**src/design/bri_pkg.sv**
```systemverilog
`default_nettype none
// ----------------------------------------------------------------------------
// bri_pkg
// Shared types, widths, command codes and the word popcount of the bitmap
// rank index.
// ----------------------------------------------------------------------------
package bri_pkg;

  // bitmap geometry
  localparam int MASK_WORDS   = 512;
  localparam int WORD_W       = 64;
  localparam int BIT_W        = 6;
  localparam int POS_W        = 15;
  localparam int CMD_W        = 2;
  localparam int RANK_W       = 15;
  localparam int PC_W         = 7;
  localparam int RUN_W        = RANK_W + 1;
  localparam int WORD_FIELD_W = POS_W - BIT_W;
  localparam int IDX_W        = (MASK_WORDS > 1) ? $clog2(MASK_WORDS) : 1;

  localparam logic [RANK_W-1:0] RANK_MAX = {RANK_W{1'b1}};
  localparam logic [RUN_W-1:0]  RUN_CAP  = {1'b1, {RANK_W{1'b0}}};

  // command codes
  localparam logic [CMD_W-1:0] CMD_CLEAR = 2'd0;
  localparam logic [CMD_W-1:0] CMD_MARK  = 2'd1;
  localparam logic [CMD_W-1:0] CMD_BUILD = 2'd2;
  localparam logic [CMD_W-1:0] CMD_QUERY = 2'd3;

  typedef struct packed {
    logic [CMD_W-1:0] command;
    logic [POS_W-1:0] position;
  } in_item_t;

  typedef struct packed {
    logic              present;
    logic [RANK_W-1:0] rank;
  } out_item_t;

  typedef enum logic [3:0] {
    ST_CLEAR,
    ST_IDLE,
    ST_MARK_RD,
    ST_MARK_WR,
    ST_BUILD,
    ST_BUILD_DRAIN,
    ST_QRY_RD,
    ST_QRY_CNT,
    ST_QRY_OUT
  } state_t;

  // controller to datapath
  typedef struct packed {
    logic item_load;
    logic cnt_inc;
    logic clr_wr;
    logic mark_rd;
    logic mark_wr;
    logic bld_rd;
    logic qry_rd;
    logic qry_cnt;
    logic out_load;
  } ctl_t;

  // datapath to controller
  typedef struct packed {
    logic cnt_last;
    logic bld_busy;
    logic out_free;
  } stat_t;

  // adder tree popcount of one word
  function automatic logic [PC_W-1:0] popcount64(input logic [WORD_W-1:0] v);
    logic [1:0] s1 [32];
    logic [2:0] s2 [16];
    logic [3:0] s3 [8];
    logic [4:0] s4 [4];
    logic [5:0] s5 [2];
    for (int i = 0; i < 32; i++) s1[i] = {1'b0, v[2*i]} + {1'b0, v[2*i+1]};
    for (int i = 0; i < 16; i++) s2[i] = {1'b0, s1[2*i]} + {1'b0, s1[2*i+1]};
    for (int i = 0; i < 8; i++)  s3[i] = {1'b0, s2[2*i]} + {1'b0, s2[2*i+1]};
    for (int i = 0; i < 4; i++)  s4[i] = {1'b0, s3[2*i]} + {1'b0, s3[2*i+1]};
    for (int i = 0; i < 2; i++)  s5[i] = {1'b0, s4[2*i]} + {1'b0, s4[2*i+1]};
    return {1'b0, s5[0]} + {1'b0, s5[1]};
  endfunction

endpackage
`default_nettype wire

```
**src/design/bri_ctrl.sv**
```systemverilog
`default_nettype none
// ----------------------------------------------------------------------------
// bri_ctrl
// Command sequencer: steps through clear sweeps, mark read-modify-write,
// prefix build sweep and rank query.
// ----------------------------------------------------------------------------
module bri_ctrl
  import bri_pkg::*;
(
  input  wire logic             clk,
  input  wire logic             rst_n,
  input  wire logic             in_valid,
  input  wire logic [CMD_W-1:0] in_command,
  output logic                  in_stall,
  input  wire stat_t            stat,
  output ctl_t                  ctl
);

  state_t state_r, state_nxt;

  // state register, reset starts the clearing pass
  always_ff @(posedge clk) begin
    if (!rst_n) begin
      state_r <= ST_CLEAR;
    end else begin
      state_r <= state_nxt;
    end
  end

  // next state
  always_comb begin
    state_nxt = state_r;
    unique case (state_r)
      ST_CLEAR: begin
        if (stat.cnt_last) state_nxt = ST_IDLE;
      end
      ST_IDLE: begin
        if (in_valid) begin
          unique case (in_command)
            CMD_CLEAR: state_nxt = ST_CLEAR;
            CMD_MARK:  state_nxt = ST_MARK_RD;
            CMD_BUILD: state_nxt = ST_BUILD;
            CMD_QUERY: state_nxt = ST_QRY_RD;
            default:   state_nxt = ST_IDLE;
          endcase
        end
      end
      ST_MARK_RD:     state_nxt = ST_MARK_WR;
      ST_MARK_WR:     state_nxt = ST_IDLE;
      ST_BUILD: begin
        if (stat.cnt_last) state_nxt = ST_BUILD_DRAIN;
      end
      ST_BUILD_DRAIN: begin
        if (!stat.bld_busy) state_nxt = ST_IDLE;
      end
      ST_QRY_RD:      state_nxt = ST_QRY_CNT;
      ST_QRY_CNT:     state_nxt = ST_QRY_OUT;
      ST_QRY_OUT: begin
        if (stat.out_free) state_nxt = ST_IDLE;
      end
      default:        state_nxt = ST_IDLE;
    endcase
  end

  // datapath commands
  always_comb begin
    ctl      = '0;
    in_stall = 1'b1;
    unique case (state_r)
      ST_CLEAR: begin
        ctl.clr_wr  = 1'b1;
        ctl.cnt_inc = 1'b1;
      end
      ST_IDLE: begin
        in_stall      = 1'b0;
        ctl.item_load = in_valid;
      end
      ST_MARK_RD:     ctl.mark_rd = 1'b1;
      ST_MARK_WR:     ctl.mark_wr = 1'b1;
      ST_BUILD: begin
        ctl.bld_rd  = 1'b1;
        ctl.cnt_inc = 1'b1;
      end
      ST_BUILD_DRAIN: ctl = '0;
      ST_QRY_RD:      ctl.qry_rd = 1'b1;
      ST_QRY_CNT:     ctl.qry_cnt = 1'b1;
      ST_QRY_OUT:     ctl.out_load = stat.out_free;
      default:        ctl = '0;
    endcase
  end

endmodule
`default_nettype wire

```
**config.mk**
```make
export PLATFORM = sky130hd
export DESIGN_NAME = bri_ctrl
export DESIGN_NICKNAME = d
export VERILOG_FILES = /design/src/design/bri_pkg.sv /design/src/design/bri_ctrl.sv
export SDC_FILE = /design/constraint.sdc
export NUM_CORES = 1
export LEC_CHECK = 0
export BUFFER_PORTS_ARGS = -buffer_cell sky130_fd_sc_hd__buf_2
export CORE_AREA = 2 2 39 41
export DETAILED_ROUTE_END_ITERATION = 8
export DIE_AREA = 0 0 41 43
export PLACE_DENSITY_LB_ADDON = 0.1
export SETUP_SLACK_MARGIN = 0.15
export SLEW_MARGIN = 20
export SYNTH_ARGS = -nofsm -noshare
export SYNTH_HDL_FRONTEND = slang
export SYNTH_SLANG_ARGS = --single-unit
```
**constraint.sdc**
```tcl
create_clock -name clk -period 3.21 [get_ports clk]
set_clock_uncertainty 0.2 [all_clocks]
set_input_delay 0.321 -clock clk [delete_from_list [all_inputs] [get_ports clk]]
set_output_delay 0.321 -clock clk [all_outputs]
set_load 0.01 [all_outputs]
```
==> results of run 1 <==
per-stage QoR:
stage | cell area, µm² | cells | power [W] | setup slack (ps) | utilization (%)
3_5_place_dp | 419 | 70 | 0.000243 | 1540 | 30.3
5_1_grt | 442 | 73 | 0.000333 | 1170 | 31.9
4_1_cts | 442 | 73 | 0.000307 | 1280 | 31.9
2_1_floorplan | 359 | 41 | 0.000212 | 1690 | -
3_3_place_gp | 419 | 70 | 0.000245 | 1500 | 30.3
6_report | 442 | 73 | 0.000299 | 1300 | 31.9
worst reg2reg max path, delay by kind of cell, from the launching register on:
kind / cells / cell delay [ps]
multiplexers: 1 / 200
flip-flops: 1 / 550
AND/OR/NAND/NOR: 1 / 330
AO/OA/AOI/OAI: 2 / 320
layout make-up:
| class | instances | share of cell area, % |
|---|---|---|
| flip-flops and latches | 4 | 18.1 |
| repair buffers | 17 | 19.3 |
| inverters | 2 | 1.70 |
| clock buffers | 3 | 5.10 |
| multi-input cells | 31 | 51.3 |
| well taps | 16 | 4.53 |
worst max path at each step:
stage               slack, ps     end  depth (start not counted)        from
finish                   1300  ctl[4]                          3  state_r[1]
global route             1170  ctl[2]                          3  state_r[1]
CTS                      1280  ctl[4]                          3  state_r[1]
detailed placement       1540  ctl[4]                          3  state_r[1]
global placement         1500  ctl[1]                          3  state_r[0]
floorplan                1690  ctl[2]                          3  state_r[1]
cell families (layout without fill, tap and decap cells):
| family | count (synthesis) | in the layout | share of synthesized area (%) |
|---|---|---|---|
| DFF | 4 | 4 | 22.3 |
| muxes | 2 | 2 | 5.58 |
| and+or+nand+nor | 23 | 23 | 45.3 |
| buffers and inverters | 6 | 22 | 14.6 |
| AOI/OAI and AO/OA | 6 | 6 | 12.2 |
synth_stat cells:
master | count | share of area (%)
buf_6 | 4 | 13
dfxtp_1 | 4 | 22
nand2_1 | 3 | 3.1
nor4_1 | 3 | 5.2
nor4b_1 | 3 | 7.3
a21oi_1 | 2 | 2.8
a31oi_1 | 2 | 3.5
and3_1 | 2 | 3.5
inv_1 | 2 | 2.1
mux2i_1 | 2 | 5.6
nor2_1 | 2 | 2.1
and4_1 | 1 | 2.4
and4bb_1 | 1 | 3.5
nand2b_1 | 1 | 1.7
nand3b_1 | 1 | 2.1
nor2b_1 | 1 | 1.7
nor2b_2 | 1 | 2.4
nor3_1 | 1 | 1.4
nor3b_1 | 1 | 2.1
nor4b_2 | 1 | 4.2
o22ai_1 | 1 | 1.7
o2bb2ai_2 | 1 | 4.2
or3b_1 | 1 | 2.4
routing by layer:
| layer | global-route usage, % | vias to the layer above | routed length [µm] |
|---|---|---|---|
| met5 | 0 | - | 0 |
| met4 | 8.00 | 0 | 0 |
| met1 | 13.2 | 166 | 380 |
| li1 | - | 188 | - |
| met3 | 3.14 | 0 | 52 |
| met2 | 15.3 | 10 | 385 |
power groups by stage:
stage | sequential, W | combinational (W) | clock, W
4_1_cts | 0.0000945 | 0.000148 | 0.0000649
3_5_place_dp | 0.0000952 | 0.000147 | 0
3_3_place_gp | 0.0000963 | 0.000149 | 0
5_1_grt | 0.0000981 | 0.000164 | 0.0000702
2_1_floorplan | 0.0000698 | 0.000142 | 0
6_report | 0.0000945 | 0.000144 | 0.0000603
==> results.md, run 1 <==
* Slowest CP cell: dfxtp_1
* Io pins at 18
* Flops & latches, synth at 4
* Commonest non-fill, non-tap cells in the layout: buf_2, dfxtp_1
* Int Power at 0.000173 W
* Initial DRT Pass Iterations at 2
* Startpoint types: flop
* Worst-Skew Late Latency at 230 ps
* Synth warn at 0
* Ratio of cells with drive above 1 in the final layout at 40.4%
* Power share of the clock group at 20.2%
* Fin Hold WS at 178 ps
* Syn Nets at 49
* Detail Placement HPWL at 672 µm
* FF+latch area at 80.1 µm²
* R2R cell count at 4
* Part of the cycle the worst path needs at 59.5%
* Drt total wl at 818 µm
* CTS tree: done
* Antenna violations before repair at 0
* Die W at 41 µm
* Seq pwr share at 31.6%
* Clock Sinks at 4
* Hold worst-path end: state_r[3]
* Syn Inst Count at 41
* H-tree levels at 1
* Max reg flops at 4
* # Max-Cap Violations at 0
* Reg-to-reg slack, setup at 1540 ps
* Final setup vio count at 0
* Post-Synthesis Cell Area at 359 µm²
* CP Cell Sequence: inv_1 -> nor4_1 -> buf_2
* Worst path max stage delay at 520 ps
* CP endpoint kind: output port
* GRT overflow at 0
* Post-synth cell types at 23
* Post-CTS sizing at 0
* Min-delay worst type: primary input to flop
* Switch Pwr at 0.000125 W
* Final min period at 1910 ps
* Avg Cell Area, Syn at 8.76 µm²
* Starting Density at 25.9%
* First-pass GRT wire length at 1300 µm
* Largest net degree at the start of global routing at 14
* Core area at 0.00138 mm²
* Clock transition at path regs at 40 ps
* Via count at 364
* Critical Path AT at 1390 ps
* Number of DRC markers in iteration 0 at 6
* Fin. max-slew vios at 0
* Multi-input logic area at 226 µm²
* RSZ-0062 raised after global routing: false
* Ant. Diodes at 0
* Gate power share at 48.2%
* Setup TNS at 0 ps
* Status: finished, final reports clean
* Leakage at 0.195 nW
* Slew HR at 72.9%
* Vias per inst at 4.99
* Number of global-route vias before repair at 333
* Antenna Nets Post-Route at 0
* Worst r2r src: state_r[3]
* FILL cells at 170
* Fin nets at 67
* WP data required at 2690 ps
* Buffers on Ports at 17
* Max Fclk at 523 MHz
* Hold path depth at 2
* Sequential fraction of the synthesis area at 22.3%
* CP delay by family, top: flip-flops
* Commonest non-fill, non-tap cell in the layout: buf_2
* Clk root buf: clkbuf_4
* Total track usage at 10.8%
* Largest regs: state_r (4)
* Pwr Density at 677 mW/mm²
* Net Sw Frac at 42.0%
* Crit-path max FO at 11
* Setup CP Type: flop to output port
* # DRC at 0
* Slew at the pin closest to its max-slew limit at 406 ps
* Final count of hold timing violations at 0
* Full die area at 0.00176 mm²
* Cell row count at 14
* Hold wc startpoint: rst_n
* Max Root-Sink Buffers at 2
* R2R Path End: state_r[0]
* GPL Wtd Cong at 0.635
* Hold-fix buffers, CTS at 0
* Largest Register: state_r
* Wire per inst at 11.2 µm
* Die Y at 43 µm
* TritonCTS Buffers at 3
* Layout area overhead at 23.0%
* Crit path buffers/inverters at 2
* Max VDD drop at 0.210 mV
* Post-CTS Setup Inserts at 0
(Power assumes the default switching activity.)
==> inputs of run 2 (changes only) <==
clock period = 1.75 ns   (was 3.21 ns; I/O delays follow)
==> results.md, run 2 (same netlist as run 1, synthesis figures left out) <==
* Worst path max stage delay at 350 ps
* Io pins at 18
* First-pass GRT wire length at 1410 µm
* Drt total wl at 913 µm
* Total track usage at 12.2%
* CP endpoint kind: output port
* R2R cell count at 4
* CTS tree: done
* Critical Path AT at 1200 ps
* Fin. max-slew vios at 0
* Die W at 41 µm
* GRT overflow at 0
* Final min period at 1580 ps
* Hold-fix buffers, CTS at 0
* R2R Path End: state_r[0]
* Setup CP Type: flop to output port
* Number of DRC markers in iteration 0 at 11
* Largest regs: state_r (4)
* Vias per inst at 4.99
* Worst setup margin at 174 ps
* Crit path buffers/inverters at 2
* Antenna violations before repair at 0
* Slowest CP cell: dfxtp_2
* RSZ-0062 raised after global routing: true
* FILL cells at 168
* Commonest non-fill, non-tap cell in the layout: buf_2
* Core area at 0.00138 mm²
* Antenna Nets Post-Route at 0
* Pwr Density at 1240 mW/mm²
* Power, Total at 0.000622 W
* Min-delay worst type: primary input to flop
* Wire per inst at 11.7 µm
* Worst-Skew Late Latency at 230 ps
* Largest net degree at the start of global routing at 13
* Leakage at 0.228 nW
* Initial DRT Pass Iterations at 4
* Clock transition at path regs at 40 ps
* Largest Register: state_r
* Status: finished, final reports clean
* Max Root-Sink Buffers at 2
* Worst setup startpoint: state_r[3]
* Worst slack after detailed placement at 133 ps
* Dpl cells at 73
* Reg-to-reg slack, setup at 280 ps
* Full die area at 0.00176 mm²
* Final setup vio count at 0
* # DRC at 0
* Hold worst-path end: state_r[2]
* H-tree levels at 1
* Die Y at 43 µm
* Setup TNS at 0 ps
* Layout area overhead at 39.4%
* GPL Wtd Cong at 0.727
* Fin cells at 78
* # Max-Cap Violations at 0
* TritonCTS Buffers at 3
* Hold path depth at 3
* Slew HR at 84.2%
* Fin nets at 72
* Crit-path max FO at 7
* Cell row count at 14
* Buffers on Ports at 17
* Startpoint types: flop
* Commonest non-fill, non-tap cells in the layout: buf_2, buf_4, nor4_1, nand2_1, clkbuf_4
* Number of global-route vias before repair at 340
* Slew at the pin closest to its max-slew limit at 234 ps
* Worst r2r src: state_r[2]
* Ratio of cells with drive above 1 in the final layout at 53.2%
* Clock Sinks at 4
* CP delay by family, top: flip-flops
* Hold wc startpoint: rst_n
* Part of the cycle the worst path needs at 90.0%
* Final count of hold timing violations at 0
* Max reg flops at 4
* Via count at 389
* CP Cell Sequence: buf_4 -> nor4b_1 -> buf_2
* Starting Density at 25.9%
* Detail Placement HPWL at 705 µm
* Ant. Diodes at 0
* Max VDD drop at 0.468 mV
* Max Fclk at 635 MHz
* WP data required at 1370 ps
* Clk root buf: clkbuf_4
run 2: report_power, final:
| group | switching [W] | leakage (nW) | internal, W |
|---|---|---|---|
| registers | 0.0000465 | 0.0350 | 0.000122 |
| clock network | 0.0000369 | 0.0138 | 0.0000767 |
| logic | 0.000165 | 0.179 | 0.000175 |
| total | 0.000248 | 0.228 | 0.000374 |
run 2: repair_timing:
action                                  in CTS  in global routing
endpoints found under the setup margin      10                  5
gates resized for setup                      6                  2
setup buffers                                0                  2
run 2: stage by stage:
step / hold slack, ps / cell area [µm²] / util [%]
floorplan: 103 / 359 / -
global placement: 297 / 442 / 31.9
detailed placement: 290 / 442 / 31.9
CTS: 38.4 / 474 / 34.3
global route: 57.0 / 500 / 36.2
finish: 49.3 / 500 / 36.2
run 2: how the worst max path moves through the flow:
stage / slack [ps] / endpoint / cells past startpoint
after detailed placement: 130 / state_r[0] / 4
after global routing: 120 / ctl[5] / 3
after CTS: 170 / ctl[2] / 3
final: 170 / ctl[2] / 3
after floorplan: 340 / state_r[0] / 5
after global placement: 100 / state_r[0] / 4
run 2: metal layers:
| layer | track usage (%) | up-vias | routed length (µm) |
|---|---|---|---|
| met4 | 4.00 | 0 | 0 |
| met5 | 0 | - | 0 |
| met3 | 7.85 | 0 | 79 |
| met2 | 18.8 | 12 | 442 |
| met1 | 12.9 | 175 | 391 |
| li1 | - | 202 | - |
run 2: layout make-up:
class | instances | area (µm²) | area share, %
clock buffers | 3 | 22.5 | 4.50
inverters | 2 | 7.51 | 1.50
repair buffers | 22 | 123 | 24.5
well taps | 16 | 20.0 | 4.00
flip-flops and latches | 4 | 90.1 | 18.0
multi-input cells | 31 | 238 | 47.5
run 2: worst min-delay path, delay by kind of cell:
| family | cells | cell delay (ps) |
|---|---|---|
| mux | 1 | 60 |
| simple gates | 1 | 70 |
| buf+inv | 1 | 130 |
==> inputs of run 3 (changes only) <==
CTS_CLUSTER_DIAMETER = 60   (was not set)
clock period = 1.5 ns   (was 1.75 ns; I/O delays follow)
==> results.md, run 3 (same netlist as run 1, synthesis figures left out) <==
* Status: finished, violations left
* Failing checks: setup timing
* Starting Density at 25.9%
* Largest net degree at the start of global routing at 9
* CP Cell Sequence: nor2b_4 -> buf_6 -> and3_4 -> buf_6
* Fin nets at 78
* Int Power at 0.000565 W
* Final setup vio count at 2
* WP data required at 1150 ps
* Final count of hold timing violations at 0
* CP delay by family, top: flip-flops
* Commonest non-fill, non-tap cells in the layout: buf_2, buf_6, buf_4, dfxtp_4
* # DRC at 0
* Total track usage at 13.3%
* Worst-Skew Late Latency at 230 ps
* Startpoint types: flop
* Full die area at 0.00176 mm²
* Final min period at 1510 ps
* Seq pwr share at 21.4%
* RSZ-0062 raised after global routing: true
* CP endpoint kind: output port
* Worst setup margin at -6.98 ps
* Detail Placement HPWL at 792 µm
* First-pass GRT wire length at 1620 µm
* Critical Path AT at 1160 ps
* Clk root buf: clkbuf_4
* Core area at 0.00138 mm²
* Crit path buffers/inverters at 2
* Antenna violations before repair at 0
* Clock transition at path regs at 40 ps
* Slew HR at 83.6%
* Clock Sinks at 4
* Fin Hold WS at 5.08 ps
* Power share of the clock group at 13.5%
* TritonCTS Buffers at 3
* Buffers on Ports at 17
* GPL Wtd Cong at 0.687
* Number of DRC markers in iteration 0 at 0
* Power, Total at 0.000952 W
* Commonest non-fill, non-tap cell in the layout: buf_2
* Drt total wl at 1060 µm
* Layout area overhead at 99.0%
* Gate power share at 65.1%
* H-tree levels at 1
* Cell row count at 14
* Wire per inst at 12.6 µm
* Part of the cycle the worst path needs at 100%
* Max Root-Sink Buffers at 2
* Fin. max-slew vios at 0
* Largest Register: state_r
* Number of global-route vias before repair at 359
* GRT overflow at 0
* Io pins at 18
* Via count at 416
* Die Y at 43 µm
* Most used cell, CP: buf_6
* Net Sw Frac at 40.7%
* Antenna Nets Post-Route at 0
* Slowest CP cell: dfxtp_4
* Vias per inst at 4.95
* Max VDD drop at 0.665 mV
* Setup CP Type: flop to output port
* Initial DRT Pass Iterations at 1
* Pwr Density at 1330 mW/mm²
* Leakage at 0.286 nW
* # Max-Cap Violations at 0
* Ant. Diodes at 0
* Switch Pwr at 0.000387 W
* Max reg flops at 4
* Slew at the pin closest to its max-slew limit at 245 ps
* Die W at 41 µm
* Worst path max stage delay at 390 ps
* Max Fclk at 664 MHz
* Min-delay worst type: primary input to flop
* Crit-path max FO at 7
* Worst slack after detailed placement at -9.93 ps
* Largest regs: state_r (4)
* FILL cells at 131
* CTS tree: done
* Ratio of cells with drive above 1 in the final layout at 77.9%
* Hold-fix buffers, CTS at 0
[run 3: per-stage QoR]
step | TNS [ps] | utilization [%] | cell area [µm²] | instances
floorplan | 0 | - | 369 | 41
global placement | 0 | 35.4 | 489 | 78
detailed placement | -10.0 | 35.4 | 489 | 78
CTS | -20.0 | 44.3 | 613 | 83
global route | -423 | 51.6 | 714 | 84
finish | -7.90 | 51.6 | 714 | 84
[run 3: final cells by class]
type,instances,area [µm²],area share (%)
Timing Repair Buffer,28,218,30.5
Multi-Input combinational cell,31,349,48.9
Tap cell,16,20.0,2.80
Inverter,2,10.0,1.40
Clock buffer,3,22.5,3.15
Sequential cell,4,95.1,13.3
[run 3: worst paths after layout]
check / from / endpoint / slack (ps) / cells past startpoint
setup / recovery: state_r[0] / ctl[8] / -7 / 4
setup reg to reg: state_r[2] / state_r[0] / 30 / 4
hold reg to reg: state_r[2] / state_r[2] / 330 / 2
hold / removal: rst_n / state_r[3] / 5 / 2
[run 3: worst register-to-register path: stages (launching register included)]
cell,delay [ps]
dfxtp_4,370
nor4b_4,290
a31oi_1,90
o2bb2ai_2,230
mux2i_1,210
[run 3: power groups by stage]
stage	Combinational [W]	Clock, W	Sequential [W]
2_1_floorplan	0.000309	0	0.000154
3_3_place_gp	0.000412	0	0.000187
3_5_place_dp	0.000410	0	0.000187
4_1_cts	0.000501	0.000137	0.000202
5_1_grt	0.000678	0.000144	0.000211
6_report	0.000620	0.000128	0.000204
[run 3: layer usage]
metal / vias up / routed length, µm / global-route usage (%)
met1: 193 / 463 / 17.3
met4: 0 / 0 / 6.00
li1: 212 / - / -
met2: 11 / 543 / 20.6
met3: 0 / 53 / 2.09
met5: - / 0 / 0
[run 3: what timing repair did]
item,CTS,global route
buffers inserted,2,1
pin swaps,6,7
gates resized for setup,25,15
endpoints found under the setup margin,13,14
